`src/sv/fvh_pkg.sv`:
```
// ----------------------------------------------------------------------------
// fvh_pkg: shared types and constants of the flow vector to HSV coder
// Holds the controller state type, the command and status structs and the
// tangent table that is used for the hue boundary tests, and the quadrant hue offsets.
// ----------------------------------------------------------------------------
package fvh_pkg;

	localparam int FLOW_BITS_DEF = 16;
	localparam int TAN_SHIFT     = 20;
	localparam int ANGLE_STEPS   = 44;
	localparam int DIV_STEPS     = 8;
	localparam int TAN_LAST      = 22;
	localparam int TAN_MIRROR    = 45;

	typedef enum logic [2:0] {
		ST_IDLE,
		ST_SQUARE,
		ST_SUM,
		ST_ITERATE,
		ST_DIV_PREP,
		ST_DIVIDE,
		ST_FINISH
	} fvh_state_t;

	typedef struct packed {
		logic       load;
		logic       square;
		logic       sum;
		logic       iterate;
		logic       div_prep;
		logic       div_step;
		logic       finish;
		logic [5:0] cnt;
	} fvh_cmd_t;

	typedef struct packed {
		logic out_stall;
	} fvh_status_t;

	// round(tan(2k degrees) * 2^20) for k = 0..22
	function automatic logic [19:0] tan_lut(input logic [4:0] idx);
		logic [19:0] t;
		case (idx)
			5'd0:  t = 20'd0;
			5'd1:  t = 20'd36617;
			5'd2:  t = 20'd73324;
			5'd3:  t = 20'd110210;
			5'd4:  t = 20'd147368;
			5'd5:  t = 20'd184892;
			5'd6:  t = 20'd222882;
			5'd7:  t = 20'd261439;
			5'd8:  t = 20'd300674;
			5'd9:  t = 20'd340703;
			5'd10: t = 20'd381650;
			5'd11: t = 20'd423652;
			5'd12: t = 20'd466856;
			5'd13: t = 20'd511425;
			5'd14: t = 20'd557538;
			5'd15: t = 20'd605396;
			5'd16: t = 20'd655223;
			5'd17: t = 20'd707254;
			5'd18: t = 20'd761835;
			5'd19: t = 20'd819237;
			5'd20: t = 20'd879860;
			5'd21: t = 20'd944142;
			5'd22: t = 20'd1012598;
			default: t = 20'd0;
		endcase
		return t;
	endfunction

	// Hue offset of each quadrant: 45 steps of two degrees per quadrant.
	function automatic logic [7:0] quad_base(input logic [1:0] q);
		logic [7:0] b;
		case (q)
			2'd0: b = 8'd0;
			2'd1: b = 8'd45;
			2'd2: b = 8'd90;
			2'd3: b = 8'd135;
			default: b = 8'd0;
		endcase
		return b;
	endfunction

endpackage

```
`src/sv/fvh_if.sv`:
```
// ----------------------------------------------------------------------------
// fvh_if: channel interfaces of the flow vector to HSV coder
// Flow input channel, HSV output channel and configuration write channel.
// ----------------------------------------------------------------------------
interface fvh_flow_if #(parameter int FLOW_BITS = fvh_pkg::FLOW_BITS_DEF);
	logic                        valid;
	logic                        ready;
	logic signed [FLOW_BITS-1:0] flow_x;
	logic signed [FLOW_BITS-1:0] flow_y;
	logic                        frame_last;

	modport source (output valid, flow_x, flow_y, frame_last, input ready);
	modport sink (input valid, flow_x, flow_y, frame_last, output ready);
endinterface

interface fvh_hsv_if;
	logic       valid;
	logic       ready;
	logic [7:0] hue;
	logic [7:0] saturation;
	logic [7:0] brightness;
	logic       frame_end;

	modport source (output valid, hue, saturation, brightness, frame_end, input ready);
	modport sink (input valid, hue, saturation, brightness, frame_end, output ready);
endinterface

interface fvh_cfg_if;
	logic valid;
	logic ready;
	logic data;

	modport source (output valid, data, input ready);
	modport sink (input valid, data, output ready);
endinterface

```
`src/sv/fvh_ctrl.sv`:
```
// ----------------------------------------------------------------------------
// fvh_ctrl: sequencing state machine of the flow vector to HSV coder
// Steps the datapath through squaring, root and angle search, division and
// result hand-off, and owns the shared step counter.
// ----------------------------------------------------------------------------
module fvh_ctrl (
	input  logic                 clk,
	input  logic                 arst_n,
	input  logic                 in_valid,
	output logic                 in_ready,
	input  fvh_pkg::fvh_status_t status,
	output fvh_pkg::fvh_cmd_t    cmd
);
	import fvh_pkg::*;

	fvh_state_t state_q, state_d;
	logic [5:0] cnt_q;

	always_ff @(posedge clk or negedge arst_n) begin
		if (!arst_n) begin
			state_q <= ST_IDLE;
			cnt_q   <= '0;
		end else begin
			state_q <= state_d;
			if (state_q != state_d)
				cnt_q <= '0;
			else
				cnt_q <= cnt_q + 6'd1;
		end
	end

	always_comb begin
		state_d = state_q;
		case (state_q)
			ST_IDLE:     if (in_valid) state_d = ST_SQUARE;
			ST_SQUARE:   state_d = ST_SUM;
			ST_SUM:      state_d = ST_ITERATE;
			ST_ITERATE:  if (cnt_q == 6'(ANGLE_STEPS - 1)) state_d = ST_DIV_PREP;
			ST_DIV_PREP: state_d = ST_DIVIDE;
			ST_DIVIDE:   if (cnt_q == 6'(DIV_STEPS - 1)) state_d = ST_FINISH;
			ST_FINISH:   if (!status.out_stall) state_d = ST_IDLE;
			default:     state_d = ST_IDLE;
		endcase
	end

	always_comb begin
		cmd          = '0;
		cmd.cnt      = cnt_q;
		in_ready     = 1'b0;
		case (state_q)
			ST_IDLE: begin
				in_ready = 1'b1;
				cmd.load = in_valid;
			end
			ST_SQUARE:   cmd.square   = 1'b1;
			ST_SUM:      cmd.sum      = 1'b1;
			ST_ITERATE:  cmd.iterate  = 1'b1;
			ST_DIV_PREP: cmd.div_prep = 1'b1;
			ST_DIVIDE:   cmd.div_step = 1'b1;
			ST_FINISH:   cmd.finish   = !status.out_stall;
			default:     cmd          = '0;
		endcase
	end

endmodule

```
`src/sv/fvh_dp.sv`:
```
// ----------------------------------------------------------------------------
// fvh_dp: datapath of the flow vector to HSV coder
// Quadrant reduction, squares, bit-serial square root, angle boundary search,
// restoring division, peak tracking and the output register.
// ----------------------------------------------------------------------------
module fvh_dp #(
	parameter int FLOW_BITS = fvh_pkg::FLOW_BITS_DEF
) (
	input  logic                        clk,
	input  logic                        arst_n,
	input  fvh_pkg::fvh_cmd_t           cmd,
	output fvh_pkg::fvh_status_t        status,
	input  logic signed [FLOW_BITS-1:0] flow_x,
	input  logic signed [FLOW_BITS-1:0] flow_y,
	input  logic                        frame_last,
	input  logic                        cfg_valid,
	input  logic                        cfg_data,
	input  logic                        out_ready,
	output logic                        out_valid,
	output logic [7:0]                  hue,
	output logic [7:0]                  brightness,
	output logic                        frame_end
);
	import fvh_pkg::*;

	localparam int N  = FLOW_BITS;
	localparam int W2 = 2 * FLOW_BITS;

	logic [N-1:0]    u_q, v_q, ax_q, ay_q;
	logic [1:0]      quad_q;
	logic            zero_q, last_q, mode_q;
	logic [W2-1:0]   sqx_s1, sqy_s1;
	logic [W2-1:0]   s_q, root_q, bit_q;
	logic [5:0]      c_q;
	logic [N+7:0]    rem_q;
	logic [7:0]      quo_q;
	logic            sat_q;
	logic [N-1:0]    peak_prev_q, peak_run_q;
	logic            out_valid_q;
	logic [7:0]      hue_q, bright_q;
	logic            frame_end_q;

	// Input reduction.
	logic [N-1:0] ax, ay;
	logic         x_pos, x_neg, y_pos, y_neg, odd_quad;
	logic [1:0]   quad;

	always_comb begin
		ax    = flow_x[N-1] ? N'(-flow_x) : N'(flow_x);
		ay    = flow_y[N-1] ? N'(-flow_y) : N'(flow_y);
		x_neg = flow_x[N-1];
		y_neg = flow_y[N-1];
		x_pos = !x_neg && (flow_x != '0);
		y_pos = !y_neg && (flow_y != '0);
		if (x_pos && !y_neg)
			quad = 2'd0;
		else if (!x_pos && y_pos)
			quad = 2'd1;
		else if (x_neg && !y_pos)
			quad = 2'd2;
		else
			quad = 2'd3;
		odd_quad = quad[0];
	end

	// Root step.
	logic [W2-1:0] trial;
	logic          root_active;
	assign trial       = root_q + bit_q;
	assign root_active = cmd.cnt < 6'(N);

	// Angle boundary test: boundary k = cnt + 1.
	logic [5:0]      kk, kmir;
	logic            low_half;
	logic [4:0]      tidx;
	logic [N-1:0]    mul_a, other;
	logic [N+19:0]   prod, shifted;
	logic            reached;

	always_comb begin
		kk       = cmd.cnt + 6'd1;
		kmir     = 6'(TAN_MIRROR) - kk;
		low_half = kk <= 6'(TAN_LAST);
		tidx     = low_half ? kk[4:0] : kmir[4:0];
		mul_a    = low_half ? u_q : v_q;
		other    = low_half ? v_q : u_q;
		prod     = (N+20)'(mul_a) * (N+20)'(tan_lut(tidx));
		shifted  = (N+20)'(other) << TAN_SHIFT;
		reached  = low_half ? (shifted >= prod) : (prod >= shifted);
	end

	// Division.
	logic [N-1:0]  mag;
	logic [N+7:0]  dividend, dstep;
	logic [2:0]    qbit;
	assign mag      = root_q[N-1:0];
	assign dividend = {mag, 8'b0} - {8'b0, mag};
	assign qbit     = 3'd7 - cmd.cnt[2:0];
	assign dstep    = {8'b0, peak_prev_q} << qbit;

	// Result.
	logic [7:0]   bright_d, hue_d;
	logic [N-1:0] peak_new;

	always_comb begin
		if (mode_q)
			bright_d = 8'd255;
		else if (peak_prev_q == '0)
			bright_d = (mag == '0) ? 8'd0 : 8'd255;
		else if (sat_q)
			bright_d = 8'd255;
		else
			bright_d = quo_q;
		hue_d    = zero_q ? 8'd0 : quad_base(quad_q) + 8'(c_q);
		peak_new = (mag > peak_run_q) ? mag : peak_run_q;
	end

	always_ff @(posedge clk or negedge arst_n) begin
		if (!arst_n) begin
			mode_q      <= 1'b0;
			peak_prev_q <= '0;
			peak_run_q  <= '0;
			out_valid_q <= 1'b0;
		end else begin
			if (cfg_valid)
				mode_q <= cfg_data;
			if (cmd.finish) begin
				out_valid_q <= 1'b1;
				if (last_q) begin
					peak_prev_q <= peak_new;
					peak_run_q  <= '0;
				end else begin
					peak_run_q <= peak_new;
				end
			end else if (out_ready) begin
				out_valid_q <= 1'b0;
			end
		end
	end

	always_ff @(posedge clk) begin
		if (cmd.load) begin
			ax_q   <= ax;
			ay_q   <= ay;
			u_q    <= odd_quad ? ay : ax;
			v_q    <= odd_quad ? ax : ay;
			quad_q <= quad;
			zero_q <= (flow_x == '0) && (flow_y == '0);
			last_q <= frame_last;
		end
		if (cmd.square) begin
			sqx_s1 <= W2'(ax_q) * W2'(ax_q);
			sqy_s1 <= W2'(ay_q) * W2'(ay_q);
		end
		if (cmd.sum) begin
			s_q    <= sqx_s1 + sqy_s1;
			root_q <= '0;
			bit_q  <= W2'(1) << (W2 - 2);
			c_q    <= '0;
		end
		if (cmd.iterate) begin
			if (root_active) begin
				if (s_q >= trial) begin
					s_q    <= s_q - trial;
					root_q <= (root_q >> 1) + bit_q;
				end else begin
					root_q <= root_q >> 1;
				end
				bit_q <= bit_q >> 2;
			end
			if (reached)
				c_q <= c_q + 6'd1;
		end
		if (cmd.div_prep) begin
			rem_q <= dividend;
			quo_q <= '0;
			sat_q <= dividend >= {peak_prev_q, 8'b0};
		end
		if (cmd.div_step) begin
			if (rem_q >= dstep) begin
				rem_q       <= rem_q - dstep;
				quo_q[qbit] <= 1'b1;
			end
		end
		if (cmd.finish) begin
			hue_q       <= hue_d;
			bright_q    <= bright_d;
			frame_end_q <= last_q;
		end
	end

	assign status.out_stall = out_valid_q && !out_ready;
	assign out_valid        = out_valid_q;
	assign hue              = hue_q;
	assign brightness       = bright_q;
	assign frame_end        = frame_end_q;

endmodule

```
`src/sv/flow_vector_to_hsv.sv`:
```
// ----------------------------------------------------------------------------
// flow_vector_to_hsv: optical flow vector to HSV color coder
// Turns one flow vector per pixel into hue, saturation and brightness bytes.
// ----------------------------------------------------------------------------
// Usage:
// Flow vectors enter on flow_in, one item per pixel, with frame_last set on
// the last pixel of a frame. Each item gives exactly one HSV item on hsv_out.
// The cfg channel writes the one-bit value mode and is always ready. It must
// be written only while no pixel is in flight; the block does not enforce it.
// An item goes from acceptance to its result in the output register through
// the squares and their sum, the 44-step angle boundary search (the square
// root runs bit by bit inside that window, one result bit per cycle), one
// setup step and the restoring divider, and the load of the result. One item
// is worked on at a time, so a new item is taken only once the last result
// is loaded; the 44-step angle search takes the largest share of that time.
// The input is taken again as soon as the result is loaded, even while the
// receiver has not yet taken it. If the receiver stalls, the result holds in
// the output register and the next item waits in its final step.
// Reset clears the mode to magnitude and both peak registers to zero.
// ----------------------------------------------------------------------------
module flow_vector_to_hsv #(
	parameter int FLOW_BITS = fvh_pkg::FLOW_BITS_DEF
) (
	input logic                 clk,
	input logic                 arst_n,
	fvh_flow_if.sink            flow_in,
	fvh_hsv_if.source           hsv_out,
	fvh_cfg_if.sink             cfg
);
	import fvh_pkg::*;

	fvh_cmd_t    cmd;
	fvh_status_t status;

	// The controller sequences every item; the datapath only follows commands.
	fvh_ctrl u_ctrl (
		.clk      (clk),
		.arst_n   (arst_n),
		.in_valid (flow_in.valid),
		.in_ready (flow_in.ready),
		.status   (status),
		.cmd      (cmd)
	);

	fvh_dp #(
		.FLOW_BITS (FLOW_BITS)
	) u_dp (
		.clk        (clk),
		.arst_n     (arst_n),
		.cmd        (cmd),
		.status     (status),
		.flow_x     (flow_in.flow_x),
		.flow_y     (flow_in.flow_y),
		.frame_last (flow_in.frame_last),
		.cfg_valid  (cfg.valid),
		.cfg_data   (cfg.data),
		.out_ready  (hsv_out.ready),
		.out_valid  (hsv_out.valid),
		.hue        (hsv_out.hue),
		.brightness (hsv_out.brightness),
		.frame_end  (hsv_out.frame_end)
	);

	// Configuration writes never wait.
	assign cfg.ready          = 1'b1;
	// Saturation is always full.
	assign hsv_out.saturation = 8'd255;

endmodule
```
`src/flat_wrapper.sv`:
```
// flat-port wrapper written by rule: the top's interface ports become plain ports
module flow_vector_to_hsv_flat import fvh_pkg::*;
#(
	parameter int FLOW_BITS = fvh_pkg::FLOW_BITS_DEF
)
  (clk, arst_n, flow_in_valid, flow_in_flow_x, flow_in_flow_y, flow_in_frame_last, flow_in_ready, hsv_out_valid, hsv_out_hue, hsv_out_saturation, hsv_out_brightness, hsv_out_frame_end, hsv_out_ready, cfg_valid, cfg_data, cfg_ready);
  fvh_flow_if #(.FLOW_BITS(FLOW_BITS)) flow_in_i ();
  fvh_hsv_if hsv_out_i ();
  fvh_cfg_if cfg_i ();
  input logic clk;
  input logic arst_n;
  input wire logic [$bits(flow_in_i.valid)-1:0] flow_in_valid;
  input wire logic [$bits(flow_in_i.flow_x)-1:0] flow_in_flow_x;
  input wire logic [$bits(flow_in_i.flow_y)-1:0] flow_in_flow_y;
  input wire logic [$bits(flow_in_i.frame_last)-1:0] flow_in_frame_last;
  output wire logic [$bits(flow_in_i.ready)-1:0] flow_in_ready;
  output wire logic [$bits(hsv_out_i.valid)-1:0] hsv_out_valid;
  output wire logic [$bits(hsv_out_i.hue)-1:0] hsv_out_hue;
  output wire logic [$bits(hsv_out_i.saturation)-1:0] hsv_out_saturation;
  output wire logic [$bits(hsv_out_i.brightness)-1:0] hsv_out_brightness;
  output wire logic [$bits(hsv_out_i.frame_end)-1:0] hsv_out_frame_end;
  input wire logic [$bits(hsv_out_i.ready)-1:0] hsv_out_ready;
  input wire logic [$bits(cfg_i.valid)-1:0] cfg_valid;
  input wire logic [$bits(cfg_i.data)-1:0] cfg_data;
  output wire logic [$bits(cfg_i.ready)-1:0] cfg_ready;
  assign flow_in_i.valid = flow_in_valid;
  assign flow_in_i.flow_x = flow_in_flow_x;
  assign flow_in_i.flow_y = flow_in_flow_y;
  assign flow_in_i.frame_last = flow_in_frame_last;
  assign flow_in_ready = flow_in_i.ready;
  assign hsv_out_valid = hsv_out_i.valid;
  assign hsv_out_hue = hsv_out_i.hue;
  assign hsv_out_saturation = hsv_out_i.saturation;
  assign hsv_out_brightness = hsv_out_i.brightness;
  assign hsv_out_frame_end = hsv_out_i.frame_end;
  assign hsv_out_i.ready = hsv_out_ready;
  assign cfg_i.valid = cfg_valid;
  assign cfg_i.data = cfg_data;
  assign cfg_ready = cfg_i.ready;
  flow_vector_to_hsv #(.FLOW_BITS(FLOW_BITS)) u_core (.clk(clk), .arst_n(arst_n), .flow_in(flow_in_i), .hsv_out(hsv_out_i), .cfg(cfg_i));
endmodule
```
`config.mk`:
```
export PLATFORM = sky130hd
export DESIGN_NAME = flow_vector_to_hsv_flat
export DESIGN_NICKNAME = d
export VERILOG_FILES = /design/src/sv/fvh_pkg.sv /design/src/sv/fvh_if.sv /design/src/sv/fvh_ctrl.sv /design/src/sv/fvh_dp.sv /design/src/sv/flow_vector_to_hsv.sv /design/src/flat_wrapper.sv
export SDC_FILE = /design/constraint.sdc
export NUM_CORES = 2
export LEC_CHECK = 0
export BUFFER_PORTS_ARGS = -buffer_cell sky130_fd_sc_hd__buf_2
export CAP_MARGIN = 20
export CORE_MARGIN = 2
export CORE_UTILIZATION = 50
export CTS_CLUSTER_DIAMETER = 60
export CTS_CLUSTER_SIZE = 14
export DETAILED_ROUTE_END_ITERATION = 8
export GPL_ROUTABILITY_DRIVEN = 0
export PLACE_DENSITY = 0.69
export SLEW_MARGIN = 20
export SYNTH_ARGS = -nofsm -noshare
export SYNTH_HDL_FRONTEND = slang
export SYNTH_HIERARCHICAL = 1
export SYNTH_SLANG_ARGS = --single-unit
```
`constraint.sdc`:
```
create_clock -name clk -period 14.1 [get_ports clk]
set_input_delay 1.41 -clock clk [delete_from_list [all_inputs] [get_ports clk]]
set_output_delay 1.41 -clock clk [all_outputs]
set_load 0.02 [all_outputs]
```
==> results.cfg <==
[sta]
min_period_ps = 13380
setup_violations = 0
slew_headroom = 0.1970
max_freq_mhz = 74.73
skew_ps = 34.46
hold_violations = 0
hold_slack_ps = 473.9
final.period_utilization = 0.9491
drv_slew = 0
tightestPinTransition_ps = 1171

[clock_tree]
insertion_delay_ps = 580
clkSinkCount = 325
htree_levels = 2
clk_pin_slew_ps = 60
root_buffer = clkbuf_16
cts_buffers = 38
clockBufferDepth = 3
cts_tree = built

[synth]
synth-seq-cells = 325
ys_seq_area_frac = 0.1700
async_flop_share = 0.1323
yosysMostFrequentCell = inv_1
avgSynthCellArea_sq_um = 8.897
yosysWarningCount = 6
synthTopCellsByCount = 853 x inv_1, 591 x nand2_1, 584 x fa_1
yosysTopAreaCellShare = 0.2422
syn_inst = 5425
synth.distinct_cells = 107
yosysTopAreaCell = fa_1
synthesis.area_sq_um = 48260
synth-main-ff-cell = edfxtp_1
synth_area_leaders = fa_1 24%, ha_1 14%, edfxtp_1 9.2%, inv_1 6.6%, dfxtp_1 5.6%
synth_edf_count = 148

[worst_setup_path]
worstPathMaxFanout = 28
rrSetupSlack_ps = 720
ff2ff_path_depth = 44
crit_buf_inv = 5
cp.arrival_ps = 13840
worstSetupPathType = flip-flop to flip-flop
reg2reg_to = u_core/u_dp/c_q[3]
slowest_delay_ps = 680
cp-endpoint = u_core/u_dp/c_q[3]
rr_startpoint = u_core/u_ctrl/state_q[2]
crit_start = u_core/u_ctrl/state_q[2]
critPathCaptureType = flip-flop
start_kind = flip-flop
cp.depth = 44
cp_slowest_cell = ha_1
worst_ep_required_time_ps = 14550
critPathTopFamily = compound AO/OA/AOI/OAI gates
critPathMostFrequentCell = fa_1

[route]
drtAntennaViolNets = 0
dr.pass1.iters = 6
vias_per_cell = 5.663
routed_wl_mm = 122.8
wire_per_inst_um = 18.38
drtIter0Drc = 2743
drc_errors = 0
dr_total_vias = 37830

[global_routing]
overflow = 0
antenna_found_initial = 1
grt_max_degree = 77
grt.total_usage = 0.2511
grt_pass1_vias = 37920
grt_pass1_wl_mm = 199.7

[die]
fp.coreArea_sq_um = 95290
die_area_sq_um = 99030
num_rows = 113
die_y_um = 314.7
initial_core_util = 0.5065
die_w_um = 314.7
io_pins = 67

[worst_hold_path]
hold_start = u_core/u_dp/quo_q[2]
hp-class = flip-flop to flip-flop

[final_layout]
final_nets = 6543
nFillCells = 8763
insertedDiodeCount = 0
syn_to_final_growth_pct = 5.908
drive_gt1_frac = 0.05299

[outcome]
status = finished, final reports clean

[placement]
dp_hpwl_mm = 98.03
place.port_buffers = 57

[flow_run]
drv_cap = 0
==> through the flow <==
stage,TNS [ps],cell area [sq um],utilization,instances,setup WS [ps]
after CTS,0,51050,0.5357,6678,354.9
after global routing,-25.89,51120,0.5364,6681,-25.89
after floorplan,0,48290,-,5433,1976
after detailed placement,0,49770,0.5222,6608,435.8
final,0,51120,0.5364,6681,718.0
after global placement,0,49770,0.5222,6608,759.2
==> layout by cell type (no fill, tap or decap), types with 19 or more instances in the layout <==
cell / netlist / final
inv_1: 853 / 853
nand2_1: 591 / 590
fa_1: 584 / 584
ha_1: 534 / 534
nor2_1: 319 / 315
a21oi_1: 275 / 271
o21ai_0: 244 / 243
xnor2_1: 178 / 178
mux2i_1: 163 / 162
edfxtp_1: 148 / 148
and2_1: 147 / 144
dfxtp_1: 134 / 134
xor2_1: 107 / 107
a21o_1: 100 / 99
nand3_1: 79 / 79
nor3_1: 70 / 69
buf_2: 18 / 57
nand2b_1: 55 / 55
buf_4: 12 / 51
o21a_1: 48 / 48
nor2b_1: 45 / 45
dfrtp_1: 43 / 41
clkbuf_16: 0 / 39
nand4_1: 32 / 32
mux2_2: 31 / 31
a211oi_1: 28 / 28
or3_1: 28 / 28
o21bai_1: 23 / 23
a31oi_1: 22 / 22
o22ai_1: 20 / 20
or2_2: 20 / 20
o211ai_1: 19 / 19
==> cell type report <==
type | instances | area (sq um) | share of cell area
inverter | 855 | 3209 | 0.06279
tap | 1265 | 1583 | 0.03096
clock buffer | 49 | 1013 | 0.01983
timing repair buffer | 109 | 688.2 | 0.01346
sequential | 325 | 8205 | 0.1605
multi-input combinational | 4057 | 36140 | 0.7071
clock inverter | 21 | 272.8 | 0.005336
==> registers in the layout, summed over array words and instances, names as in the netlist, 16 cells and up <==
register and cells:
u_core/u_dp/s_q 32, u_core/u_dp/u_q 16, u_core/u_dp/bit_q 32, u_core/u_dp/rem_q 24
u_core/u_dp/sqx_s1 31, u_core/u_dp/v_q 16, u_core/u_dp/ay_q 16, u_core/u_dp/root_q 32
u_core/u_dp/ax_q 16, u_core/u_dp/peak_run_q 16, u_core/u_dp/sqy_s1 31, u_core/u_dp/peak_prev_q 16
==> what timing repair did <==
action                                  CTS  global route
endpoints found under the setup margin    0             6
hold buffers                              0             0
buffers inserted                          0             3
resized for setup                         0            10
==> layer usage <==
layer  vias up  global-route usage  routed length (um)
met5         -                   0                   0
met4         0             0.06580                3081
met3       185             0.03486                8375
met2      1211              0.4104               56500
met1     18540              0.3507               54820
li1      17890                   -                   -
==> logic make-up (layout without fill, tap and decap cells) <==
family	Yosys count	in the layout	share of synthesized area
AND/OR/NAND/NOR	1469	1469	0.1413
XOR/XNOR	286	286	0.05206
buffers and inverters	1051	1034	0.08329
AO/OA/AOI/OAI	979	979	0.1307
multiplexers	196	196	0.04197
adder cells (fa/ha/maj)	1118	1118	0.3807
flip-flops	325	325	0.1700
other	1	9	0.00007770
==> worst min path at each step <==
stage / to / slack (ps) / cells past startpoint
finish: u_core/u_dp/quo_q[2] / 470 / 2
global route: u_core/u_dp/rem_q[23] / 510 / 2
CTS: u_core/u_dp/quo_q[2] / 470 / 2
detailed placement: u_core/u_dp/quo_q[2] / 470 / 2
global placement: u_core/u_dp/quo_q[2] / 470 / 2
floorplan: u_core/u_dp/quo_q[6] / 430 / 2
==> worst min-delay path: stages (launching register included) <==
cell and delay [ps]:
dfxtp_1 310, inv_1 50, o22ai_1 70
Power is not shown: default switching activity piles up to over one toggle a cycle in this logic, so the estimate is an artifact.
